File: config.mk
export PLATFORM = sky130hd
export DESIGN_NAME = can_transport_segmenter_unit
export DESIGN_NICKNAME = d
export VERILOG_FILES = /design/src/hdl/cts_pkg.sv /design/src/hdl/cts_framer.sv /design/src/hdl/cts_out_reg.sv /design/src/hdl/can_transport_segmenter_unit.sv
export SDC_FILE = /design/constraint.sdc
export NUM_CORES = 1
export LEC_CHECK = 0
export ABC_AREA = 1
export BUFFER_PORTS_ARGS = -buffer_cell sky130_fd_sc_hd__buf_2
export CORE_MARGIN = 10
export CORE_UTILIZATION = 45
export CTS_CLUSTER_DIAMETER = 80
export DETAILED_ROUTE_END_ITERATION = 10
export PLACE_DENSITY = 0.73
export SLEW_MARGIN = 25
export SYNTH_ARGS = -nofsm -noshare
export SYNTH_HDL_FRONTEND = slang
export SYNTH_SLANG_ARGS = --single-unit
File: constraint.sdc
create_clock -name clk_i -period 12.05 [get_ports clk_i]
set_input_delay 0.6025 -clock clk_i [delete_from_list [all_inputs] [get_ports clk_i]]
set_output_delay 0.6025 -clock clk_i [all_outputs]
set_load 0.05 [all_outputs]
File: src/hdl/cts_pkg.sv
`timescale 1ns / 1ps
`default_nettype none
// ----------------------------------------------------------------------------
// cts_pkg
// Shared types and constants of the CAN transport segmenter.
// ----------------------------------------------------------------------------
package cts_pkg;

  localparam int unsigned CfgW      = 12;
  localparam int unsigned IdW       = 11;
  localparam int unsigned FrameLenW = 4;
  localparam int unsigned FrameW    = 64;
  localparam int unsigned BufW      = 56;
  localparam int unsigned FillW     = 3;
  localparam int unsigned SeqW      = 4;
  localparam int unsigned InTdataW  = 32;
  localparam int unsigned OutTdataW = 80;

  localparam logic [CfgW-1:0]      MaxLenReset = 12'd4095;
  localparam logic [3:0]           PciSingle   = 4'h0;
  localparam logic [3:0]           PciFirst    = 4'h1;
  localparam logic [3:0]           PciConsec   = 4'h2;
  localparam logic [FillW-1:0]     FfPayload   = 3'd6;
  localparam logic [FillW-1:0]     CfPayload   = 3'd7;
  localparam logic [FrameLenW-1:0] FfLen       = 4'd8;
  localparam logic                 StatusOk    = 1'b0;
  localparam logic                 StatusLong  = 1'b1;

  typedef enum logic [1:0] {
    KIND_SINGLE = 2'd0,
    KIND_FIRST  = 2'd1,
    KIND_CONSEC = 2'd2
  } frame_kind_e;

  typedef struct packed {
    logic [IdW-1:0]       frame_id;
    logic [FrameLenW-1:0] frame_len;
    logic [FrameW-1:0]    frame_data;
    logic                 last_frame;
    logic                 status;
  } result_t;

endpackage
`default_nettype wire

File: src/hdl/cts_framer.sv
`timescale 1ns / 1ps
`default_nettype none
// ----------------------------------------------------------------------------
// cts_framer
// Message state, payload buffering and ISO-TP frame assembly.
// ----------------------------------------------------------------------------
module cts_framer #(
  parameter int unsigned LENGTH_BITS = 12
) (
  input  wire                          clk_i,
  input  wire                          rst_ni,
  input  wire                          cfg_we_i,
  input  wire  [cts_pkg::CfgW-1:0]     cfg_wdata_i,
  input  wire                          accept_i,
  input  wire  [7:0]                   msg_byte_i,
  input  wire  [cts_pkg::CfgW-1:0]     msg_length_i,
  input  wire  [cts_pkg::IdW-1:0]      can_id_i,
  output logic                         res_valid_o,
  output cts_pkg::result_t             res_o
);

  localparam int unsigned LenW = LENGTH_BITS;

  logic [cts_pkg::CfgW-1:0]  max_len_q;
  logic                      in_msg_q, in_msg_d;
  logic                      drop_q, drop_d;
  logic [LenW-1:0]           left_q, left_d;
  logic [LenW-1:0]           total_q, total_d;
  logic [cts_pkg::IdW-1:0]   held_id_q, held_id_d;
  cts_pkg::frame_kind_e      kind_q, kind_d;
  logic [cts_pkg::BufW-1:0]  buf_q, buf_d;
  logic [cts_pkg::FillW-1:0] fill_q, fill_d;
  logic [cts_pkg::SeqW-1:0]  seq_q, seq_d;

  logic [LenW-1:0]           len_m;
  logic                      too_long;
  logic [LenW-1:0]           e_total, e_left, n_left;
  logic [cts_pkg::IdW-1:0]   e_id;
  cts_pkg::frame_kind_e      e_kind;
  logic [cts_pkg::BufW-1:0]  e_buf, n_buf;
  logic [cts_pkg::FillW-1:0] e_fill, n_fill;
  logic [cts_pkg::SeqW-1:0]  e_seq;
  logic [cts_pkg::CfgW-1:0]  tot12;
  logic                      full, emit, last;

  always_comb begin
    len_m = msg_length_i[LenW-1:0];
    if (len_m == '0) begin
      len_m = LenW'(1);
    end
    too_long = cts_pkg::CfgW'(len_m) > max_len_q;

    e_id    = in_msg_q ? held_id_q : can_id_i;
    e_total = in_msg_q ? total_q   : len_m;
    e_left  = in_msg_q ? left_q    : len_m;
    e_buf   = in_msg_q ? buf_q     : '0;
    e_fill  = in_msg_q ? fill_q    : '0;
    e_seq   = in_msg_q ? seq_q     : '0;
    if (in_msg_q) begin
      e_kind = kind_q;
    end else if (len_m <= LenW'(7)) begin
      e_kind = cts_pkg::KIND_SINGLE;
    end else begin
      e_kind = cts_pkg::KIND_FIRST;
    end

    n_buf = e_buf;
    for (int i = 0; i < 7; i++) begin
      if (e_fill == 3'(i)) begin
        n_buf[8*i +: 8] = msg_byte_i;
      end
    end
    n_fill = e_fill + 3'd1;
    n_left = e_left - LenW'(1);
    tot12  = cts_pkg::CfgW'(e_total);
    last   = n_left == '0;

    case (e_kind)
      cts_pkg::KIND_SINGLE: full = LenW'(n_fill) >= e_total;
      cts_pkg::KIND_FIRST:  full = n_fill >= cts_pkg::FfPayload;
      default:              full = n_fill >= cts_pkg::CfPayload;
    endcase
    emit = full || last;
  end

  always_comb begin
    in_msg_d    = in_msg_q;
    drop_d      = drop_q;
    left_d      = left_q;
    total_d     = total_q;
    held_id_d   = held_id_q;
    kind_d      = kind_q;
    buf_d       = buf_q;
    fill_d      = fill_q;
    seq_d       = seq_q;
    res_valid_o = 1'b0;
    res_o       = '0;
    res_o.frame_id = e_id;

    if (accept_i) begin
      if (!in_msg_q) begin
        held_id_d = can_id_i;
        total_d   = len_m;
        buf_d     = '0;
        fill_d    = '0;
        seq_d     = '0;
      end
      if (!in_msg_q && too_long) begin
        res_valid_o       = 1'b1;
        res_o.last_frame  = 1'b1;
        res_o.status      = cts_pkg::StatusLong;
        if (len_m > LenW'(1)) begin
          in_msg_d = 1'b1;
          drop_d   = 1'b1;
          left_d   = len_m - LenW'(1);
        end
      end else if (drop_q) begin
        left_d = left_q - LenW'(1);
        if (left_d == '0) begin
          in_msg_d = 1'b0;
          drop_d   = 1'b0;
        end
      end else begin
        in_msg_d = 1'b1;
        drop_d   = 1'b0;
        left_d   = n_left;
        kind_d   = e_kind;
        seq_d    = e_seq;
        buf_d    = n_buf;
        fill_d   = n_fill;
        if (emit) begin
          res_valid_o      = 1'b1;
          res_o.last_frame = last;
          res_o.status     = cts_pkg::StatusOk;
          case (e_kind)
            cts_pkg::KIND_SINGLE: begin
              res_o.frame_data = {n_buf, cts_pkg::PciSingle, tot12[3:0]};
              res_o.frame_len  = 4'd1 + 4'(n_fill);
            end
            cts_pkg::KIND_FIRST: begin
              res_o.frame_data = {n_buf[47:0], tot12[7:0], cts_pkg::PciFirst, tot12[11:8]};
              res_o.frame_len  = cts_pkg::FfLen;
              kind_d           = cts_pkg::KIND_CONSEC;
              seq_d            = 4'd1;
            end
            default: begin
              res_o.frame_data = {n_buf, cts_pkg::PciConsec, e_seq};
              res_o.frame_len  = 4'd1 + 4'(n_fill);
              seq_d            = e_seq + 4'd1;
            end
          endcase
          buf_d  = '0;
          fill_d = '0;
          if (last) begin
            in_msg_d = 1'b0;
          end
        end
      end
    end
  end

  always_ff @(posedge clk_i or negedge rst_ni) begin
    if (!rst_ni) begin
      max_len_q <= cts_pkg::MaxLenReset;
      in_msg_q  <= 1'b0;
      drop_q    <= 1'b0;
      left_q    <= '0;
      total_q   <= '0;
      held_id_q <= '0;
      kind_q    <= cts_pkg::KIND_SINGLE;
      buf_q     <= '0;
      fill_q    <= '0;
      seq_q     <= '0;
    end else begin
      if (cfg_we_i) begin
        max_len_q <= cfg_wdata_i;
      end
      in_msg_q  <= in_msg_d;
      drop_q    <= drop_d;
      left_q    <= left_d;
      total_q   <= total_d;
      held_id_q <= held_id_d;
      kind_q    <= kind_d;
      buf_q     <= buf_d;
      fill_q    <= fill_d;
      seq_q     <= seq_d;
    end
  end

  a_drop_in_msg : assert property (@(posedge clk_i) disable iff (!rst_ni)
    drop_q |-> in_msg_q)
    else $error("dropping outside a message");

  a_left_nonzero : assert property (@(posedge clk_i) disable iff (!rst_ni)
    in_msg_q |-> left_q != '0)
    else $error("open message with no bytes left");

  a_ff_fill : assert property (@(posedge clk_i) disable iff (!rst_ni)
    (in_msg_q && !drop_q && kind_q == cts_pkg::KIND_FIRST) |-> fill_q < cts_pkg::FfPayload)
    else $error("first frame buffer overfilled");

  a_fill_cleared : assert property (@(posedge clk_i) disable iff (!rst_ni)
    (accept_i && res_valid_o) |=> fill_q == '0)
    else $error("buffer not cleared after frame");

endmodule
`default_nettype wire

File: src/hdl/cts_out_reg.sv
`timescale 1ns / 1ps
`default_nettype none
// ----------------------------------------------------------------------------
// cts_out_reg
// Result holding register on the master side.
// ----------------------------------------------------------------------------
module cts_out_reg (
  input  wire                  clk_i,
  input  wire                  rst_ni,
  input  wire                  load_i,
  input  wire cts_pkg::result_t res_i,
  output logic                 ready_o,
  output logic                 valid_o,
  input  wire                  take_i,
  output cts_pkg::result_t     res_o
);

  logic             valid_q, valid_d;
  cts_pkg::result_t res_q;

  assign ready_o = !valid_q || take_i;
  assign valid_o = valid_q;
  assign res_o   = res_q;

  always_comb begin
    valid_d = valid_q;
    if (load_i) begin
      valid_d = 1'b1;
    end else if (take_i) begin
      valid_d = 1'b0;
    end
  end

  always_ff @(posedge clk_i or negedge rst_ni) begin
    if (!rst_ni) begin
      valid_q <= 1'b0;
    end else begin
      valid_q <= valid_d;
    end
  end

  always_ff @(posedge clk_i) begin
    if (load_i) begin
      res_q <= res_i;
    end
  end

  a_no_overwrite : assert property (@(posedge clk_i) disable iff (!rst_ni)
    load_i |-> ready_o)
    else $error("result loaded over a pending transaction");

  a_load_valid : assert property (@(posedge clk_i) disable iff (!rst_ni)
    load_i |=> valid_q)
    else $error("loaded result not presented");

  a_err_last : assert property (@(posedge clk_i) disable iff (!rst_ni)
    (valid_q && res_q.status == cts_pkg::StatusLong) |-> res_q.last_frame)
    else $error("error result without last flag");

endmodule
`default_nettype wire

File: src/hdl/can_transport_segmenter_unit.sv
`timescale 1ns / 1ps
`default_nettype none
// ----------------------------------------------------------------------------
// can_transport_segmenter_unit
// Segments a byte stream into ISO-TP single, first and consecutive frames.
// ----------------------------------------------------------------------------
// Slave side: one message byte per transaction; the length and identifier
// fields are sampled on the first byte of each message only.
// Master side: one transaction per CAN frame, tlast on the final frame of a
// message, tuser set on a too-long message (single error transaction, the
// remaining bytes of that message are consumed silently).
// cfg_we_i writes the maximum message length; write only while idle.
// Throughput: one byte per cycle. Latency: a frame leaves on the cycle after
// the byte that completes it, from a single result register.
// s_axis_tready is high while the result register is empty or being taken,
// so a stalled receiver holds off the input only once a frame is waiting.
// Reset clears the message state and the result valid flag and sets the
// maximum length to 4095.
// ----------------------------------------------------------------------------
module can_transport_segmenter_unit #(
  parameter int unsigned LENGTH_BITS = 12
) (
  input  wire                              clk_i,
  input  wire                              rst_ni,
  input  wire                              cfg_we_i,
  input  wire  [cts_pkg::CfgW-1:0]         cfg_wdata_i,
  input  wire                              s_axis_tvalid,
  output logic                             s_axis_tready,
  // [7:0] msg_byte, [19:8] msg_length, [30:20] can_id, [31] zero
  input  wire  [cts_pkg::InTdataW-1:0]     s_axis_tdata,
  output logic                             m_axis_tvalid,
  input  wire                              m_axis_tready,
  // [10:0] frame_id, [14:11] frame_len, [78:15] frame_data, [79] zero
  output logic [cts_pkg::OutTdataW-1:0]    m_axis_tdata,
  output logic                             m_axis_tlast,
  // [0] status
  output logic                             m_axis_tuser
);

  logic             accept;
  logic             res_valid;
  cts_pkg::result_t res, out_res;

  assign accept = s_axis_tvalid && s_axis_tready;

  cts_framer #(
    .LENGTH_BITS (LENGTH_BITS)
  ) u_framer (
    .clk_i        (clk_i),
    .rst_ni       (rst_ni),
    .cfg_we_i     (cfg_we_i),
    .cfg_wdata_i  (cfg_wdata_i),
    .accept_i     (accept),
    .msg_byte_i   (s_axis_tdata[7:0]),
    .msg_length_i (s_axis_tdata[19:8]),
    .can_id_i     (s_axis_tdata[30:20]),
    .res_valid_o  (res_valid),
    .res_o        (res)
  );

  cts_out_reg u_out_reg (
    .clk_i   (clk_i),
    .rst_ni  (rst_ni),
    .load_i  (res_valid),
    .res_i   (res),
    .ready_o (s_axis_tready),
    .valid_o (m_axis_tvalid),
    .take_i  (m_axis_tready),
    .res_o   (out_res)
  );

  assign m_axis_tdata = {1'b0, out_res.frame_data, out_res.frame_len, out_res.frame_id};
  assign m_axis_tlast = out_res.last_frame;
  assign m_axis_tuser = out_res.status;

endmodule
`default_nettype wire
Yosys cells after proc, flatten, opt, wreduce, memory -nomap -nowiden
Cells that the tools add are included.
Word-level totals
  register bits: 196
  word-level logic and storage cells: 108
  output and inout bits: 84
  input port bits: 49
Operators by class
  order comparisons: 6
  bitwise gates (word level): 4
  add/sub/neg operators: 6
  mux-type cells: 51
  eq/ne operators: 9
  reduce and logical (&&, ||, !) cells: 16
Operator list (number)
  $mux W56: 4
  $pmux W68 S2: 1
  $mux W12: 6
  $mux W8: 7
  $logic_not A12 Y1: 3
  $sub A12 B1 Y12 const B: 3
  $mux W1: 16
  $mux W4: 4
  $ge A3 B12 Y1: 1
  $gt A12 B1 Y1 const B: 1
  $gt A12 B12 Y1: 1
  $le A12 B3 Y1 const B: 1
  $mux W2: 6
  $mux W3: 4
  $mux W11: 1
  $eq A3 B3 Y1 const B: 3
  $pmux W4 S2: 1
  $eq A3 B2 Y1 const B: 2
  $ge A3 B3 Y1 const B: 2
  $reduce_and A3 Y1: 2
  $add A1 B3 Y4 const A: 1
  $add A4 B1 Y4 const B: 1
  $not A1 Y1: 4
  $reduce_or A4 Y1: 1
  13 further kinds: 16

Longest topological paths before layout
  depth after elaboration: 13
  mapped depth: 25
  gate-level depth less buffers: 24

Modules after synthesis
A second synthesis with hierarchy kept.
Unflattened totals
  cell total of the unflattened synthesis: 1526
  area total of the unflattened synthesis: 11871.4 µm²
Modules (own cells, without submodules)
  cts_framer: area an instance 9375.2 µm², instances 1, cells each 1436
  cts_out_reg: area an instance 2477.4 µm², instances 1, cells each 86
  can_transport_segmenter_unit: area an instance 18.8 µm², instances 1, cells each 4

Worst setup path before layout
OpenSTA, ideal clock, no wires.
  path type: flip-flop to flip-flop
  start: register u_framer.in_msg_q
  end: register u_out_reg.res_q, in the netlist u_out_reg.res_o[0], enable pin
  slack: 3.074 ns
  path buffers: 5
  arrival time: 8.351 ns
  cell stages (with the launch flop): 20
  cells stage by stage: dfrtp_1 > buf_6 > buf_4 > buf_2 > clkbuf_1 > clkbuf_1 > nand2_1 > inv_1 > ha_1 > ha_1 > inv_1 > ha_1 > nand2_1 > o21ai_1 > o2111ai_1 > nand2_1 > nor2_1 > nand2_4 > inv_1 > o21ai_0
Between the ends
  longest elaborated chain between the ends: 9
  elaborated cells between the ends (all ways): 20
RTL lines
  from (decl): RTL line cts_framer.sv:25  | logic in_msg_q, in_msg_d;
  from (signal assigned): RTL line cts_framer.sv:178  | in_msg_q <= in_msg_d;
  $mux W3: RTL line cts_framer.sv:57  | e_fill = in_msg_q ? fill_q : '0;
  $add A3 B1 Y3: RTL line cts_framer.sv:73  | n_fill = e_fill + 3'd1;
  $ge A3 B12 Y1, or another cell as far along: RTL line cts_framer.sv:79  | cts_pkg::KIND_SINGLE: full = LenW'(n_fill) >= e_total;
  $pmux W1 S2: RTL line cts_framer.sv:78  | case (e_kind)
  $logic_or A1 B1 Y1: RTL line cts_framer.sv:83  | emit = full || last;
  $mux W1: RTL line cts_framer.sv:131  | if (emit) begin
  $mux W1: RTL line cts_framer.sv:117  | end else if (drop_q) begin
  $mux W1 (*): RTL line cts_framer.sv:108  | if (!in_msg_q && too_long) begin
  $mux W1 (*): RTL line cts_framer.sv:100  | if (accept_i) begin
  named net res_valid: RTL line can_transport_segmenter_unit.sv:41  | logic res_valid;
  to (signal assigned): RTL line cts_out_reg.sv:44  | res_q <= res_i;
  to (decl): RTL line cts_out_reg.sv:19  | cts_pkg::result_t res_q;
The timed path passes the listed nets; every way through them passes the cells marked *.
A chain may end at the register's enable or synchronous reset.

Worst setup path in the final report
  start: register u_framer.in_msg_q
  end: register u_out_reg.res_q, in the netlist u_out_reg.res_o[28], enable pin
Same word-level chain as after synthesis.

==> results.toml <==
[floorplan]
die_h_um = 177.0
coreArea_mm2 = 0.02425
start_util_pct = 45.72
dieArea_mm2 = 0.03132
ioPinCount = 133
rows = 57
fp.dieW_um = 177.0

[clocking]
cts_tree = "yes"
cts_buffers = 17
numClockSinks = 194
cts_buffer_depth = 2
insertion_delay_ns = 0.45
cts-root-buf = "clkbuf_16"
htree_num_levels = 4
hold_buffers = 0
cts_setup_buffers = 0
clkSlewWorstSetupHoldPaths_ns = 0.08
cts_resized = 0

[global_route]
grt_pass1_vias = 9350
antenna_found_initial = 0
grt_max_degree = 116
grt_overflow = 0
groute.usage.overall_pct = 18.31
grt_first_pass_wirelength_mm = 47.04

[worst_setup_path]
path_buf_inv = 5
path_cells = "buf_4 -> inv_2 -> nand2_2 -> nand2_2 -> inv_2 -> ha_1 -> nand3_1 -> nor2_1 -> nand2_1 -> xor2_1 -> nand4_1 -> nor2_1 -> nand2_2 -> nand2_4 -> inv_1 -> o21ai_4 -> buf_4"
crit_arrival_ns = 5.69
path_max_fanout = 77
crit_required_ns = 12.13
path_delay_family = "buffers and inverters"
critPathMaxStageDelay_ns = 0.77
crit_type = "register to register"
critPathMostFrequentCell = "nand2_2"
crit_cells = 17
end_kind = "register"
start_kind = "register"
crit_slowest_cell = "buf_4"
r2r_cells = 17

[routing]
post-route-drc-count = 0
drt_pre_antenna_iters = 5
wl_per_cell_um = 15.45
via_per_inst = 5.247
vias = 9775
drtIter0Drc = 1045
routed_wl_mm = 28.78
postRouteAntennaNets = 0

[timing]
max_freq_mhz = 178.3
fin_crit_ns = 5.609
slew_headroom_pct = 37.49
grt_setup_unrepaired = "false"
post-route-period-util_pct = 46.55
drv_slew = 0
hold_viol_final = 0
tightestPinTransition_ns = 0.9341
setup_viol = 0
finClkSkew_ns = 0.01615
fin_setup_tns_ns = 0
finalWorstSetupSlack_ns = 6.441

[logic_synthesis]
synth_seq_cells = 194
syn_inst = 1449
synth_cell_types = 44
seq_area_frac_synth_pct = 47.49
yosysWarnings = 0
syn_area_mm2 = 0.01109
syn_area_per_cell_um2 = 7.651

[power_and_ir_drop]
p_per_area_mw_per_mm2 = 242.6
finalPower_mw = 3.025
ir_drop_mv = 0.1171
p_leak_nw = 5.779

[worst_hold_path]
min_path_type = "input pin to asynchronous set/reset pin"

[cells_and_area]
fill_cells = 2342
drive_above_1_share_pct = 14.36
multi_input_area_mm2 = 0.004994
num-nets-final = 1603
area_growth_pct = 12.46
n_antenna_cell = 0
seq_area_mm2 = 0.005268
final_cell_mix = "536 x nand2_1, 196 x o21ai_0, 127 x buf_2, 101 x dfrtp_1, 100 x inv_1"
stdcell_count = 1863
final_common_cell = "nand2_1"

[placement]
io_buffers = 128
gp_congestion = 0.9159
dp_cells = 1829
dpl.hpwl_mm = 19.64
pre_cts_slack_ns = 6.517

[job]
cap_violations = 0

[status]
status = "completed"
==> per-stage QoR <==
step           util [%]  hold WS, ns  cell area (µm²)
3_5_place_dp      48.59       0.4725            11780
2_1_floorplan         -       0.3069            11090
5_1_grt           51.42       0.1052            12470
6_report          51.42      0.09609            12470
4_1_cts           51.22       0.3336            12420
3_3_place_gp      48.57       0.4634            11780
==> path summary, 6_finish.rpt <==
check,start,end,slack (ns)
max,u_framer.in_msg_q$_DFFE_PN0P_,u_out_reg.res_o[28]$_SDFFCE_PP0P_,6.44
min,rst_ni,u_framer.buf_q[35]$_DFFE_PN0P_,0.1
max in group asynchronous,rst_ni,u_framer.buf_q[6]$_DFFE_PN0P_,10.62
max reg2reg,u_framer.in_msg_q$_DFFE_PN0P_,u_out_reg.res_o[28]$_SDFFCE_PP0P_,6.44
min in group clk_i,cfg_wdata_i[6],u_framer.max_len_q[6]$_DFFE_PN1P_,0.36
min reg2reg,u_framer.kind_q[1]$_DFFE_PN0P_,u_framer.kind_q[1]$_DFFE_PN0P_,0.49
==> sequential cells by signal, indices dropped and copies added (netlist names) <==
signal              flops
u_out_reg.valid_o       1
u_framer.held_id_q     11
u_framer.buf_q         56
u_framer.max_len_q     12
u_framer.fill_q         3
u_framer.drop_q         1
u_framer.seq_q          4
u_framer.kind_q         2
u_framer.total_q       12
u_framer.in_msg_q       1
u_framer.left_q        12
u_out_reg.res_o        79
==> metal layers <==
metal	global-route usage (%)	wire (µm)	up-vias
li1	-	-	4836
met2	30.09	13980	379
met5	0	0	-
met1	23.83	12110	4518
met4	5.954	643	0
met3	3.456	2040	42
==> worst reg2reg max path, cell delays in order (launching register included) <==
cell and delay [ns]:
dfrtp_2 0.62, buf_4 0.77, inv_2 0.56, nand2_2 0.28, nand2_2 0.11, inv_2 0.07
ha_1 0.19, nand3_1 0.13, nor2_1 0.17, nand2_1 0.08, xor2_1 0.19, nand4_1 0.16
nor2_1 0.13, nand2_2 0.11, nand2_4 0.13, inv_1 0.12, o21ai_4 0.73, buf_4 0.66
==> power breakdown <==
group	switching, mW	internal [mW]	leakage [nW]	total [mW]
logic	1.03	0.384	3.27	1.42
registers	0.101	0.909	2.20	1.01
clock network	0.293	0.305	0.308	0.598
total	1.43	1.60	5.78	3.03
==> cells in the mapped netlist (all sizes together) <==
cell type / number / share of area, %
nand2: 550 / 19
o21ai: 225 / 10
inv: 108 / 3.7
nor2: 105 / 4.0
dfrtp: 103 / 23
edfxtp: 79 / 21
clkbuf: 58 / 2.0
a21oi: 57 / 2.6
ha: 28 / 3.2
buf: 24 / 2.0
nand3: 24 / 1.1
xor2: 17 / 1.3
dfstp: 12 / 2.8
nand4: 10 / 0.56
nor3: 9 / 0.41
a31oi: 7 / 0.39
o211ai: 7 / 0.47
or2: 5 / 0.28
xnor2: 3 / 0.24
clkinv: 2 / 0.068
nor4: 2 / 0.11
o22ai: 2 / 0.11
a2111oi: 1 / 0.079
a21o: 1 / 0.068
a221oi: 1 / 0.079
a22oi: 1 / 0.068
a31o: 1 / 0.079
a41oi: 1 / 0.079
conb: 1 / 0.034
nand3b: 1 / 0.068
nor3b: 1 / 0.068
o2111ai: 1 / 0.079
o21bai: 1 / 0.068
o31ai: 1 / 0.068
==> cells by family (layout without fill, tap and decap cells) <==
logic type	Yosys count	in the layout	synth area share (%)
simple gates	707	707	25.62
compound gates	307	307	14.41
flops	194	194	47.49
buf+inv	192	280	7.708
fa+ha+maj	28	28	3.160
xor+xnor	20	20	1.580
other cells	1	3	0.03382
==> cell type report <==
class / instances / area share, %
Tap cell: 324 / 3.251
Timing Repair Buffer: 138 / 6.021
Clock buffer: 17 / 3.412
Clock inverter: 15 / 1.706
Multi-Input combinational cell: 1065 / 40.05
Sequential cell: 194 / 42.25
Inverter: 110 / 3.312
Note: power is estimated with default switching activity, not from simulation.
